## config.mk

```make
export PLATFORM = sky130hd
export DESIGN_NAME = lax_der_signature_parser_unit
export DESIGN_NICKNAME = d
export VERILOG_FILES = /design/src/ldsp_pkg.sv /design/src/ldsp_ctrl.sv /design/src/ldsp_value.sv /design/src/lax_der_signature_parser_unit.sv
export SDC_FILE = /design/constraint.sdc
export NUM_CORES = 2
export LEC_CHECK = 0
export BUFFER_PORTS_ARGS = -buffer_cell sky130_fd_sc_hd__buf_2
export CORE_MARGIN = 5
export CORE_UTILIZATION = 53
export DETAILED_ROUTE_END_ITERATION = 10
export GPL_TIMING_DRIVEN = 0
export PLACE_DENSITY_LB_ADDON = 0.25
export SYNTH_ARGS = -nofsm -noshare
export SYNTH_HDL_FRONTEND = slang
export SYNTH_SLANG_ARGS = --single-unit
```

## constraint.sdc

```tcl
create_clock -name clk -period 28.7 [get_ports clk]
set_input_delay 2.87 -clock clk [delete_from_list [all_inputs] [get_ports clk]]
set_output_delay 2.87 -clock clk [all_outputs]
set_load 0.1 [all_outputs]
```

## src/ldsp_pkg.sv

```systemverilog
// Package for the lax DER signature parser.
// Holds the parse phase and status codes, size constants and the
// control struct shared by the parser modules. No dependencies.
package ldsp_pkg;

  localparam int MAX_SIG_BYTES_DEF = 1024;
  localparam int INT_BYTES         = 32;
  localparam int VAL_W             = 8 * INT_BYTES;
  localparam int CNT_W             = $clog2(INT_BYTES + 2);
  localparam int WORD_W            = 64;

  localparam logic [7:0] TAG_SEQ  = 8'h30;
  localparam logic [7:0] TAG_INT  = 8'h02;
  localparam logic [7:0] LEN_LONG = 8'h80;

  typedef enum logic [11:0] {
    PH_SEQ_TAG  = 12'b0000_0000_0001,
    PH_SEQ_LEN  = 12'b0000_0000_0010,
    PH_SEQ_SKIP = 12'b0000_0000_0100,
    PH_R_TAG    = 12'b0000_0000_1000,
    PH_R_LEN    = 12'b0000_0001_0000,
    PH_R_LONG   = 12'b0000_0010_0000,
    PH_R_BODY   = 12'b0000_0100_0000,
    PH_S_TAG    = 12'b0000_1000_0000,
    PH_S_LEN    = 12'b0001_0000_0000,
    PH_S_LONG   = 12'b0010_0000_0000,
    PH_S_BODY   = 12'b0100_0000_0000,
    PH_DONE     = 12'b1000_0000_0000
  } ldsp_phase_t;

  typedef enum logic [1:0] {
    ST_REJECT   = 2'd0,
    ST_OK       = 2'd1,
    ST_OVERFLOW = 2'd2
  } ldsp_status_t;

  // Per-byte decisions from the parse control to the value registers and the result status.
  typedef struct packed {
    logic r_sig;    // significant byte of R
    logic s_sig;    // significant byte of S
    logic done_ok;  // parse complete and not rejected after this byte
  } ldsp_ctl_t;

endpackage

```

## src/ldsp_ctrl.sv

```systemverilog
// Parse control for the lax DER signature parser: phase state machine,
// length counters and zero stripping. Depends on ldsp_pkg.
module ldsp_ctrl #(
  parameter int MAX_SIG_BYTES = ldsp_pkg::MAX_SIG_BYTES_DEF
) (
  input  logic              clk,
  input  logic              rst_n,
  input  logic              en,
  input  logic [7:0]        sig_byte,
  input  logic              last,
  output ldsp_pkg::ldsp_ctl_t ctl
);

  localparam int LW = $clog2(MAX_SIG_BYTES + 2);
  localparam logic [LW+7:0] LEN_MAX = (LW+8)'(MAX_SIG_BYTES);
  localparam logic [LW+7:0] LEN_SAT = (LW+8)'(MAX_SIG_BYTES + 1);

  ldsp_pkg::ldsp_phase_t phase_r, phase_nxt;
  logic [6:0]    skip_r, skip_nxt;
  logic [6:0]    lbl_r, lbl_nxt;
  logic [3:0]    lsig_r, lsig_nxt;
  logic [LW-1:0] accum_r, accum_nxt;
  logic [LW-1:0] content_r, content_nxt;
  logic          strip_r, strip_nxt;
  logic          rej_r, rej_nxt;

  logic          sig;
  logic          is_r;
  logic          do_fin;
  logic [LW+7:0] fin_len;
  logic [LW+7:0] acc_calc;

  assign sig      = !(strip_r && (sig_byte == 8'd0));
  assign acc_calc = {accum_r, 8'd0} + {{LW{1'b0}}, sig_byte};

  always_comb begin
    phase_nxt   = phase_r;
    skip_nxt    = skip_r;
    lbl_nxt     = lbl_r;
    lsig_nxt    = lsig_r;
    accum_nxt   = accum_r;
    content_nxt = content_r;
    strip_nxt   = strip_r;
    rej_nxt     = rej_r;
    do_fin      = 1'b0;
    fin_len     = '0;
    is_r        = (phase_r == ldsp_pkg::PH_R_LEN) || (phase_r == ldsp_pkg::PH_R_LONG);
    ctl.r_sig   = 1'b0;
    ctl.s_sig   = 1'b0;
    if (!rej_r) begin
      case (phase_r)
        ldsp_pkg::PH_SEQ_TAG: begin
          if (sig_byte == ldsp_pkg::TAG_SEQ) phase_nxt = ldsp_pkg::PH_SEQ_LEN;
          else rej_nxt = 1'b1;
        end
        ldsp_pkg::PH_SEQ_LEN: begin
          if ((sig_byte & ldsp_pkg::LEN_LONG) != 8'd0 && sig_byte[6:0] != 7'd0) begin
            skip_nxt  = sig_byte[6:0];
            phase_nxt = ldsp_pkg::PH_SEQ_SKIP;
          end else begin
            phase_nxt = ldsp_pkg::PH_R_TAG;
          end
        end
        ldsp_pkg::PH_SEQ_SKIP: begin
          skip_nxt = skip_r - 7'd1;
          if (skip_r == 7'd1) phase_nxt = ldsp_pkg::PH_R_TAG;
        end
        ldsp_pkg::PH_R_TAG: begin
          if (sig_byte == ldsp_pkg::TAG_INT) phase_nxt = ldsp_pkg::PH_R_LEN;
          else rej_nxt = 1'b1;
        end
        ldsp_pkg::PH_S_TAG: begin
          if (sig_byte == ldsp_pkg::TAG_INT) phase_nxt = ldsp_pkg::PH_S_LEN;
          else rej_nxt = 1'b1;
        end
        ldsp_pkg::PH_R_LEN, ldsp_pkg::PH_S_LEN: begin
          if ((sig_byte & ldsp_pkg::LEN_LONG) == 8'd0 || sig_byte[6:0] == 7'd0) begin
            do_fin  = 1'b1;
            fin_len = ((sig_byte & ldsp_pkg::LEN_LONG) == 8'd0) ?
                      {{LW{1'b0}}, sig_byte} : '0;
          end else begin
            lbl_nxt   = sig_byte[6:0];
            lsig_nxt  = 4'd0;
            accum_nxt = '0;
            strip_nxt = 1'b1;
            phase_nxt = is_r ? ldsp_pkg::PH_R_LONG : ldsp_pkg::PH_S_LONG;
          end
        end
        ldsp_pkg::PH_R_LONG, ldsp_pkg::PH_S_LONG: begin
          if (sig && lsig_r >= 4'd7) begin
            // The eighth significant length byte rejects before counting down.
            strip_nxt = 1'b0;
            lsig_nxt  = 4'd8;
            rej_nxt   = 1'b1;
          end else begin
            if (sig) begin
              strip_nxt = 1'b0;
              lsig_nxt  = lsig_r + 4'd1;
              accum_nxt = (acc_calc > LEN_SAT) ? LEN_SAT[LW-1:0] : acc_calc[LW-1:0];
            end
            lbl_nxt = lbl_r - 7'd1;
            if (lbl_r == 7'd1) begin
              do_fin  = 1'b1;
              fin_len = {8'd0, accum_nxt};
            end
          end
        end
        ldsp_pkg::PH_R_BODY, ldsp_pkg::PH_S_BODY: begin
          if (sig) strip_nxt = 1'b0;
          ctl.r_sig   = sig && (phase_r == ldsp_pkg::PH_R_BODY);
          ctl.s_sig   = sig && (phase_r == ldsp_pkg::PH_S_BODY);
          content_nxt = content_r - {{(LW-1){1'b0}}, 1'b1};
          if (content_r == {{(LW-1){1'b0}}, 1'b1}) begin
            phase_nxt = (phase_r == ldsp_pkg::PH_R_BODY) ? ldsp_pkg::PH_S_TAG :
                        ldsp_pkg::PH_DONE;
          end
        end
        default: begin
        end
      endcase
      if (do_fin) begin
        if (fin_len > LEN_MAX) begin
          rej_nxt = 1'b1;
        end else begin
          content_nxt = fin_len[LW-1:0];
          strip_nxt   = 1'b1;
          if (fin_len != '0) begin
            phase_nxt = is_r ? ldsp_pkg::PH_R_BODY : ldsp_pkg::PH_S_BODY;
          end else begin
            phase_nxt = is_r ? ldsp_pkg::PH_S_TAG : ldsp_pkg::PH_DONE;
          end
        end
      end
    end
    ctl.done_ok = !rej_nxt && (phase_nxt == ldsp_pkg::PH_DONE);
  end

  always_ff @(posedge clk) begin
    if (!rst_n || (en && last)) begin
      phase_r   <= ldsp_pkg::PH_SEQ_TAG;
      skip_r    <= '0;
      lbl_r     <= '0;
      lsig_r    <= '0;
      accum_r   <= '0;
      content_r <= '0;
      strip_r   <= 1'b1;
      rej_r     <= 1'b0;
    end else if (en) begin
      phase_r   <= phase_nxt;
      skip_r    <= skip_nxt;
      lbl_r     <= lbl_nxt;
      lsig_r    <= lsig_nxt;
      accum_r   <= accum_nxt;
      content_r <= content_nxt;
      strip_r   <= strip_nxt;
      rej_r     <= rej_nxt;
    end
  end

endmodule

```

## src/ldsp_value.sv

```systemverilog
// One 256-bit integer register for R or S with its significant-byte count.
// Bytes shift in from the right; the count saturates one past full.
// Depends on ldsp_pkg.
module ldsp_value (
  input  logic                        clk,
  input  logic                        rst_n,
  input  logic                        en,
  input  logic                        last,
  input  logic                        sig,
  input  logic [7:0]                  sig_byte,
  output logic [ldsp_pkg::VAL_W-1:0]  val_nxt,
  output logic                        ovf_nxt
);

  localparam logic [ldsp_pkg::CNT_W-1:0] FULL = ldsp_pkg::CNT_W'(ldsp_pkg::INT_BYTES);

  logic [ldsp_pkg::VAL_W-1:0] val_r;
  logic [ldsp_pkg::CNT_W-1:0] cnt_r, cnt_nxt;

  always_comb begin
    val_nxt = val_r;
    cnt_nxt = cnt_r;
    if (sig && cnt_r <= FULL) begin
      cnt_nxt = cnt_r + {{(ldsp_pkg::CNT_W-1){1'b0}}, 1'b1};
      if (cnt_r < FULL) val_nxt = {val_r[ldsp_pkg::VAL_W-9:0], sig_byte};
    end
  end

  assign ovf_nxt = cnt_nxt > FULL;

  always_ff @(posedge clk) begin
    if (!rst_n || (en && last)) begin
      val_r <= '0;
      cnt_r <= '0;
    end else if (en) begin
      val_r <= val_nxt;
      cnt_r <= cnt_nxt;
    end
  end

endmodule

```

## src/lax_der_signature_parser_unit.sv

```systemverilog
// Top level of the lax DER signature parser: input register, parse control,
// R and S value registers and the result register.
// Depends on ldsp_pkg, ldsp_ctrl and ldsp_value.
//
// Usage: feed the DER-encoded signature one byte per request on the in_
// channel, with in_last high on its final byte. Each signature yields exactly
// one result request on the out_ channel, carrying out_status and R and S as
// four 64-bit words each, most significant word first. Bytes before in_last
// produce no result. Trailing bytes after S are ignored.
// Throughput: one byte per cycle while no last byte waits on a held result,
// set by the parse-state update between the input register and the result register.
// The last byte is held in the input register, and its result in the result register.
// A new signature may start on the cycle after the previous last byte.
// When out_stall holds a result, the next signature's bytes keep flowing
// until its own last byte reaches the input register; that byte then waits
// and in_stall rises until the result is taken.
// Reset (rst_n low, synchronous) empties both registers and returns the
// parser to expect a sequence tag; no clearing pass is needed.
module lax_der_signature_parser_unit #(
  parameter int MAX_SIG_BYTES = ldsp_pkg::MAX_SIG_BYTES_DEF
) (
  input  logic        clk,
  input  logic        rst_n,
  input  logic        in_valid,
  output logic        in_stall,
  input  logic [7:0]  in_sig_byte,
  input  logic        in_last,
  output logic        out_valid,
  input  logic        out_stall,
  output logic [1:0]  out_status,
  output logic [63:0] out_r_word3,
  output logic [63:0] out_r_word2,
  output logic [63:0] out_r_word1,
  output logic [63:0] out_r_word0,
  output logic [63:0] out_s_word3,
  output logic [63:0] out_s_word2,
  output logic [63:0] out_s_word1,
  output logic [63:0] out_s_word0
);

  logic                       in_v_r;
  logic [7:0]                 byte_r;
  logic                       last_r;
  logic                       proc;
  logic                       load_out;
  logic                       accept;
  ldsp_pkg::ldsp_ctl_t        ctl;
  logic [ldsp_pkg::VAL_W-1:0] r_nxt, s_nxt;
  logic                       r_ovf, s_ovf;
  ldsp_pkg::ldsp_status_t     status_nxt;
  logic                       out_v_r;
  logic [1:0]                 status_r;
  logic [ldsp_pkg::VAL_W-1:0] r_out_r, s_out_r;

  // A last byte needs a free result register; other bytes always proceed.
  assign proc     = in_v_r && (!last_r || !out_v_r || !out_stall);
  assign load_out = proc && last_r;
  assign in_stall = in_v_r && !proc;
  assign accept   = in_valid && !in_stall;

  always_ff @(posedge clk) begin
    if (!rst_n) begin
      in_v_r <= 1'b0;
    end else if (accept) begin
      in_v_r <= 1'b1;
    end else if (proc) begin
      in_v_r <= 1'b0;
    end
  end

  always_ff @(posedge clk) begin
    if (accept) begin
      byte_r <= in_sig_byte;
      last_r <= in_last;
    end
  end

  ldsp_ctrl #(
    .MAX_SIG_BYTES(MAX_SIG_BYTES)
  ) u_ctrl (
    .clk      (clk),
    .rst_n    (rst_n),
    .en       (proc),
    .sig_byte (byte_r),
    .last     (last_r),
    .ctl      (ctl)
  );

  ldsp_value u_r_val (
    .clk      (clk),
    .rst_n    (rst_n),
    .en       (proc),
    .last     (last_r),
    .sig      (ctl.r_sig),
    .sig_byte (byte_r),
    .val_nxt  (r_nxt),
    .ovf_nxt  (r_ovf)
  );

  ldsp_value u_s_val (
    .clk      (clk),
    .rst_n    (rst_n),
    .en       (proc),
    .last     (last_r),
    .sig      (ctl.s_sig),
    .sig_byte (byte_r),
    .val_nxt  (s_nxt),
    .ovf_nxt  (s_ovf)
  );

  always_comb begin
    if (!ctl.done_ok) status_nxt = ldsp_pkg::ST_REJECT;
    else if (r_ovf || s_ovf) status_nxt = ldsp_pkg::ST_OVERFLOW;
    else status_nxt = ldsp_pkg::ST_OK;
  end

  always_ff @(posedge clk) begin
    if (!rst_n) begin
      out_v_r <= 1'b0;
    end else if (load_out) begin
      out_v_r <= 1'b1;
    end else if (!out_stall) begin
      out_v_r <= 1'b0;
    end
  end

  always_ff @(posedge clk) begin
    if (load_out) begin
      status_r <= status_nxt;
      r_out_r  <= (status_nxt == ldsp_pkg::ST_OK) ? r_nxt : '0;
      s_out_r  <= (status_nxt == ldsp_pkg::ST_OK) ? s_nxt : '0;
    end
  end

  assign out_valid   = out_v_r;
  assign out_status  = status_r;
  assign out_r_word3 = r_out_r[4*ldsp_pkg::WORD_W-1:3*ldsp_pkg::WORD_W];
  assign out_r_word2 = r_out_r[3*ldsp_pkg::WORD_W-1:2*ldsp_pkg::WORD_W];
  assign out_r_word1 = r_out_r[2*ldsp_pkg::WORD_W-1:ldsp_pkg::WORD_W];
  assign out_r_word0 = r_out_r[ldsp_pkg::WORD_W-1:0];
  assign out_s_word3 = s_out_r[4*ldsp_pkg::WORD_W-1:3*ldsp_pkg::WORD_W];
  assign out_s_word2 = s_out_r[3*ldsp_pkg::WORD_W-1:2*ldsp_pkg::WORD_W];
  assign out_s_word1 = s_out_r[2*ldsp_pkg::WORD_W-1:ldsp_pkg::WORD_W];
  assign out_s_word0 = s_out_r[ldsp_pkg::WORD_W-1:0];

endmodule

```

=== After elaboration in Yosys (flattened, before gate mapping) ===
Index checks and enable logic that the tools add are counted.

* ROM bits: 0
* Logic and storage cells: 172
* Bits in writable memories: 0
* Register bits after elaboration: 1103
* Memories: 0
* Latch bits: 0
* Output and inout port bits: 516

* Shift-type cells: 0
* Div/mod/pow operators: 0
* Muxes and demuxes: 71
* Bitwise logic cells: 1
* Eq/ne operators: 23
* Magnitude comparators: 9
* Reductions and logical operators: 42
* $mul: 0
* Add/sub/neg operators: 7

{| class="wikitable"
|+ Operators with widths
! operator !! number
|-
| 256-bit 2-to-1 mux || 4
|-
| 12-bit 2-to-1 mux || 12
|-
| 11-bit 2-to-1 mux || 9
|-
| 12-bit one-hot mux with 7 select lines || 1
|-
| 19-bit 2-to-1 mux || 3
|-
| 19-bit by 11-bit > comparator with 1-bit output (second input constant) || 2
|-
| 19-bit one-hot mux with 2 select lines || 1
|-
| 7-bit one-hot mux with 2 select lines || 2
|-
| 11-bit one-hot mux with 2 select lines || 1
|-
| 7-bit 2-to-1 mux || 3
|-
| 19-bit by 8-bit adder with 19-bit output || 1
|-
| 1-bit 2-to-1 mux || 19
|-
| 19-bit nonzero test || 1
|-
| 8-bit logical NOT || 2
|-
| 4-bit 2-to-1 mux || 4
|-
| 7-bit by 1-bit equality test with 1-bit output (second input constant) || 2
|-
| 7-bit by 1-bit subtractor with 7-bit output (second input constant) || 2
|-
| 6-bit by 1-bit adder with 6-bit output (second input constant) || 2
|-
| 12-bit by 1-bit equality test with 1-bit output (second input constant) || 1
|-
| 12-bit by 10-bit equality test with 1-bit output (second input constant) || 1
|-
| 12-bit by 11-bit equality test with 1-bit output (second input constant) || 1
|-
| 12-bit equality test (second input constant) || 1
|-
| 12-bit by 2-bit equality test with 1-bit output (second input constant) || 1
|-
| 12-bit by 3-bit equality test with 1-bit output (second input constant) || 1
|-
| other kinds (37) || 76
|}

=== Longest topological paths before layout ===
* Word-level depth: 17
* Mapped depth: 13
* Depth with buffers taken out: 10

=== By module ===
A second synthesis with hierarchy kept.

* Cells, all modules: 4552
* Area total of the unflattened synthesis: 47616.9 um2

{| class="wikitable"
|+ By module, submodules not included
! module !! area each (um2) !! times used !! cells each
|-
| ldsp_value || 12100.4 || 2 || 1445
|-
| lax_der_signature_parser_unit || 19334.8 || 1 || 1104
|-
| ldsp_ctrl || 4081.4 || 1 || 558
|}

=== Worst setup path after synthesis ===
OpenSTA, ideal clock, no wires.

* Path kind: input to register
* From: input out_stall
* To: register u_ctrl.phase_r[1]
* Arrival time: 29912 ps
* Path buffers: 3
* Stages on the path: 6
* Setup slack: -1339 ps
* Required time: 28572 ps
* Setup time: 128 ps
* Path through: a21oi_1 -> nand2b_1 -> clkbuf_1 -> clkbuf_1 -> clkbuf_1 -> nor2_1

* Longest elaborated chain between the ends: 5

{| class="wikitable"
|+ RTL lines
! item !! line !! source
|-
| start, declared || lax_der_signature_parser_unit.sv:29 || <nowiki>input logic out_stall,</nowiki>
|-
| 1-bit logical NOT * || - ||
|-
| 1-bit logical OR * || lax_der_signature_parser_unit.sv:56 || <nowiki>assign proc = in_v_r && (!last_r || !out_v_r || !out_stall);</nowiki>
|-
| 1-bit logical AND * || lax_der_signature_parser_unit.sv:56 ||
|-
| 1-bit logical AND || ldsp_ctrl.sv:139 || <nowiki>if (!rst_n || (en && last)) begin</nowiki>
|-
| 1-bit logical OR || ldsp_ctrl.sv:139 ||
|-
| end signal, assigned || ldsp_ctrl.sv:140 || <nowiki>phase_r <= ldsp_pkg::PH_SEQ_TAG;</nowiki>
|-
| end signal, assigned || ldsp_ctrl.sv:149 || <nowiki>phase_r <= phase_nxt;</nowiki>
|-
| end, declared || ldsp_ctrl.sv:18 || <nowiki>ldsp_pkg::ldsp_phase_t phase_r, phase_nxt;</nowiki>
|}

Mark *: on every way between the ends. The rest lies on a longest branch, timed or not.
A chain may end at the register's enable or synchronous reset.

=== Worst setup path after layout ===
* From: input out_stall
* To: output in_stall

* Longest elaborated chain between the ends: 5

{| class="wikitable"
|+ RTL lines
! item !! line !! source
|-
| 1-bit logical NOT || - ||
|-
| 1-bit logical OR || lax_der_signature_parser_unit.sv:56 ||
|-
| 1-bit logical AND || lax_der_signature_parser_unit.sv:56 ||
|-
| 1-bit logical NOT || lax_der_signature_parser_unit.sv:58 || <nowiki>assign in_stall = in_v_r && !proc;</nowiki>
|-
| 1-bit logical AND || lax_der_signature_parser_unit.sv:58 ||
|-
| end, declared || lax_der_signature_parser_unit.sv:25 || <nowiki>output logic in_stall,</nowiki>
|}

No other way between the ends.

==> flow_metrics.tcl <==
set metrics [dict create \
    final_nets 5287 \
    fin_skew_ns 0.0284 \
    antenna_cells 0 \
    power_density_of_the_placed_cells_mw_per_mm2 56.4 \
    max_freq_ghz 0.152 \
    fin_area_mm2 0.0575 \
    critical_path_buf_inv_count 2 \
    maxCapViolCount 0 \
    tritoncts_num_sinks 1103 \
    first_iter_violations 2645 \
    fill_cells 7344 \
    netlist_area_mm2 0.0490 \
    max-slew-margin-rel 0.309 \
    worstReg2RegEnd "s_out_r[0]$_SDFFCE_PP0P_" \
    fin_crit_sh 0.229 \
    die_x_um 314 \
    crit-reg2reg-launch "byte_r[3]$_DFFE_PP_" \
    post-route-drc-count 0 \
    cts_root_buffer "sky130_fd_sc_hd__clkbuf_16" \
    clkTransAtPathRegs_ns 0.06 \
    critical_path.max_fanout 3 \
    slew_viol_final 0 \
    number_of_global_route_vias_before_repair 34700 \
    worst_hold_launch "u_s_val.val_r[251]$_SDFFE_PP0P_" \
    arrival_ns 3.71 \
    floorplan_row_count 111 \
    buffer_count_from_post_cts_setup_fixing 0 \
    final_util 0.626 \
    whs_path_depth 2 \
    final_layout_size_suffix_gt1_frac 0.248 \
    placed_area_mm2 0.0536 \
    route.final.wire_length_mm 129 \
    global_placer_s_final_weighted_congestion 0.923 \
    grt_antenna_before_repair 0 \
    worst_path_dominant_cell_family "buffers and inverters" \
    synth-seq-area-share 0.557 \
    yosysWarningCount 0 \
    clockBufferDepth 3 \
    crit_chain "buf_2 -> nand2_1 -> nor2_1 -> buf_2" \
    cts-htree-levels 3 \
    core_region_area_mm2 0.0918 \
    route.detailed.wl_per_inst_um 19.6 \
    path_common_cell "sky130_fd_sc_hd__buf_2" \
    reg2regPathDepth 12 \
    critPathRequiredTime_ns 25.83 \
    vias_per_cell 5.51 \
    p_total_mw 3.24 \
    critical_path.startpoint_type "primary input" \
    postCtsHoldBufs 0 \
    clkLatencyLatePin_ns 0.70 \
    criticalPathCategory "in -> out" \
    die_area_mm2 0.0987 \
    tightest_slew_ns 1.03 \
    whs_ns 0.452 \
    final.min_clock_period_ns 6.58 \
    synth-edff-count 523 \
    mappedNetlistNets 4626 \
    globalRouteTotalUtil 0.252 \
    ys.flop_type "sky130_fd_sc_hd__dfxtp_1" \
    ys_ff_latch 1103 \
    power_leakage_nw 20.5 \
    worst_path_max_delay_cell "sky130_fd_sc_hd__buf_2" \
    hold-path-endpoint "u_s_val.val_r[251]$_SDFFE_PP0P_" \
    r2r_slack_ns 24.46 \
    finalSetupTns_ns 0 \
    port_buffers 528 \
    hold_viol 0 \
    synth.distinct_cells 74 \
    finalSetupViolations 0 \
    timing.hold.worst.class "reg -> reg" \
    antenna_violating_nets_post_route 0 \
    async_flop_share 0 \
    worst_setup_path_end_kind "output port" \
    floorplan.initialDensity 0.534 \
    via_count 36400 \
    grt_start_max_net_pins 34 \
    setup_repair_after_global_routing_missed_its_margin "no" \
    post_cts.resized_instances 0 \
    clock_tree_from_tritoncts "built" \
    average_size_of_a_mapped_cell_um2 10.7 \
    floorplan.die.height_um 314 \
    grt-ovfl-total 0 \
    worst_ir_drop_vdd_uv 52.2 \
    detailedRoute.firstPassIterationCount 6 \
    cts_buffers 113 \
    status "complete, no violations" \
    max_stage_delay_ns 0.46 \
    ioPinCount 529 \
    postSynthCellCount 4602 \
    area.growth.synth_to_final_pct 17.2 \
    setup.worst_path.start "out_stall" \
    hpwl_mm 93.7 \
    grt_first_pass_wirelength_mm 199 \
]
[report_power, final]
group / switching, mW / leakage, nW / internal, mW / total [mW]
sequential: 0.00360 / 10.4 / 1.65 / 1.65
clock: 0.620 / 1.89 / 0.872 / 1.49
combinational: 0.0875 / 8.29 / 0.0137 / 0.101
[synth_stat cells, types with 3 or more instances]
cell type / n / area share
sky130_fd_sc_hd__nand2_1: 1088 / 0.083
sky130_fd_sc_hd__dfxtp_1: 580 / 0.24
sky130_fd_sc_hd__a21oi_1: 569 / 0.058
sky130_fd_sc_hd__edfxtp_1: 523 / 0.32
sky130_fd_sc_hd__mux2i_1: 515 / 0.11
sky130_fd_sc_hd__nor3_2: 459 / 0.094
sky130_fd_sc_hd__clkbuf_1: 259 / 0.020
sky130_fd_sc_hd__nor2_1: 88 / 0.0067
sky130_fd_sc_hd__nor3_1: 81 / 0.0083
sky130_fd_sc_hd__buf_6: 70 / 0.016
sky130_fd_sc_hd__buf_2: 47 / 0.0048
sky130_fd_sc_hd__o21ai_0: 46 / 0.0047
sky130_fd_sc_hd__nand3_1: 28 / 0.0029
sky130_fd_sc_hd__inv_1: 20 / 0.0015
sky130_fd_sc_hd__a22oi_1: 19 / 0.0029
sky130_fd_sc_hd__nor4_1: 15 / 0.0019
sky130_fd_sc_hd__xor2_1: 12 / 0.0021
sky130_fd_sc_hd__a31oi_1: 11 / 0.0014
sky130_fd_sc_hd__ha_1: 11 / 0.0028
sky130_fd_sc_hd__nand4_1: 11 / 0.0014
sky130_fd_sc_hd__nor2b_1: 9 / 0.0011
sky130_fd_sc_hd__and3_1: 8 / 0.0010
sky130_fd_sc_hd__xnor2_1: 8 / 0.0014
sky130_fd_sc_hd__a211oi_1: 7 / 0.0011
sky130_fd_sc_hd__a21o_1: 7 / 0.0011
sky130_fd_sc_hd__nand2b_1: 7 / 0.00089
sky130_fd_sc_hd__o22ai_1: 7 / 0.00089
sky130_fd_sc_hd__or3_1: 7 / 0.00089
sky130_fd_sc_hd__a32oi_1: 6 / 0.0011
sky130_fd_sc_hd__and2_1: 6 / 0.00077
sky130_fd_sc_hd__buf_4: 6 / 0.00092
sky130_fd_sc_hd__a21boi_0: 4 / 0.00061
sky130_fd_sc_hd__a31o_2: 4 / 0.00071
sky130_fd_sc_hd__and4_1: 4 / 0.00071
sky130_fd_sc_hd__nor4_4: 4 / 0.0017
sky130_fd_sc_hd__o31ai_1: 4 / 0.00061
sky130_fd_sc_hd__and4b_1: 3 / 0.00061
sky130_fd_sc_hd__nor3b_1: 3 / 0.00046
sky130_fd_sc_hd__nor4_2: 3 / 0.00077
[state kept, by name (all words and copies together) (netlist names), 2 cells and up]
signal,count
u_ctrl.accum_r,11
u_ctrl.content_r,11
u_s_val.val_r,256
u_r_val.cnt_r,6
u_ctrl.phase_r,12
r_out_r,256
u_r_val.val_r,256
out_status,2
s_out_r,256
u_ctrl.skip_r,7
u_ctrl.lsig_r,4
u_s_val.cnt_r,6
u_ctrl.lbl_r,7
byte_r,8
[how the worst max path moves through the flow]
stage / to / cells after the start
after CTS: in_stall / 4
after global routing: in_stall / 4
after floorplan: u_ctrl.phase_r[1]$_SDFFE_PP0P_ / 6
after global placement: u_r_val.val_r[254]$_SDFFE_PP0P_ / 7
after detailed placement: in_stall / 4
final: in_stall / 4
[final cells by class]
type	count	area, µm²	share of cell area
inverter	20	75.1	0.00131
clock inverter	52	505	0.00879
tap	1243	1560	0.0271
timing repair buffer	546	3030	0.0526
multi-input combinational	3096	19600	0.341
buffer	383	2040	0.0356
clock buffer	164	3330	0.0580
sequential	1103	27300	0.475
[metal layers]
layer / vias to the layer above / track usage / wire (µm)
met2: 1181 / 0.417 / 61800
met3: 221 / 0.0560 / 9720
met1: 17400 / 0.330 / 53400
met5: - / 0 / 0
li1: 17600 / - / -
met4: 0 / 0.0883 / 4410
[worst reg2reg max path: stages, from the launching register on]
cell and delay (ns):
sky130_fd_sc_hd__edfxtp_1 0.43, sky130_fd_sc_hd__clkbuf_1 0.43, sky130_fd_sc_hd__nor4_1 0.72, sky130_fd_sc_hd__and4_1 0.34
sky130_fd_sc_hd__nor2_1 0.09, sky130_fd_sc_hd__nor4_1 0.53, sky130_fd_sc_hd__a211oi_1 0.23, sky130_fd_sc_hd__a211oi_2 0.24
sky130_fd_sc_hd__nand3_1 0.14, sky130_fd_sc_hd__buf_4 0.25, sky130_fd_sc_hd__buf_6 0.21, sky130_fd_sc_hd__buf_6 0.18
sky130_fd_sc_hd__nor3_2 0.27
[metrics by stage]
step,setup WS [ns],instances
final,22.12,6607
after global routing,22.08,6607
after CTS,22.12,6607
after detailed placement,22.12,6391
after global placement,4.22,6373
after floorplan,10.39,4602
[cell usage in the layout (no fill, tap or decap), types with 8 or more instances in the layout]
master / n
sky130_fd_sc_hd__nor4_1: 15
sky130_fd_sc_hd__buf_12: 15
sky130_fd_sc_hd__nor3_2: 459
sky130_fd_sc_hd__ha_1: 11
sky130_fd_sc_hd__clkinv_2: 23
sky130_fd_sc_hd__xnor2_1: 8
sky130_fd_sc_hd__a22oi_1: 19
sky130_fd_sc_hd__nor3_1: 81
sky130_fd_sc_hd__buf_2: 575
sky130_fd_sc_hd__buf_6: 70
sky130_fd_sc_hd__mux2i_1: 515
sky130_fd_sc_hd__clkinv_1: 9
sky130_fd_sc_hd__xor2_1: 12
sky130_fd_sc_hd__clkbuf_1: 285
sky130_fd_sc_hd__nor2_1: 88
sky130_fd_sc_hd__nand4_1: 11
sky130_fd_sc_hd__nand2_1: 1088
sky130_fd_sc_hd__dfxtp_1: 580
sky130_fd_sc_hd__clkbuf_8: 16
sky130_fd_sc_hd__and3_1: 8
sky130_fd_sc_hd__nand3_1: 28
sky130_fd_sc_hd__edfxtp_1: 523
sky130_fd_sc_hd__clkbuf_16: 120
sky130_fd_sc_hd__a21oi_1: 568
sky130_fd_sc_hd__a31oi_1: 11
sky130_fd_sc_hd__nor2b_1: 9
sky130_fd_sc_hd__inv_1: 20
sky130_fd_sc_hd__o21ai_0: 46
[kinds of logic after synthesis]
kind of cell | Yosys count | synth area share
adder cells (fa/ha/maj) | 11 | 0.00281
buffers and inverters | 403 | 0.0432
XOR/XNOR | 20 | 0.00357
multiplexers | 515 | 0.105
AND/OR/NAND/NOR | 1839 | 0.210
flip-flops | 1103 | 0.557
AO/OA/AOI/OAI | 711 | 0.0787
No activity file was read; power rests on OpenSTA's default activity.
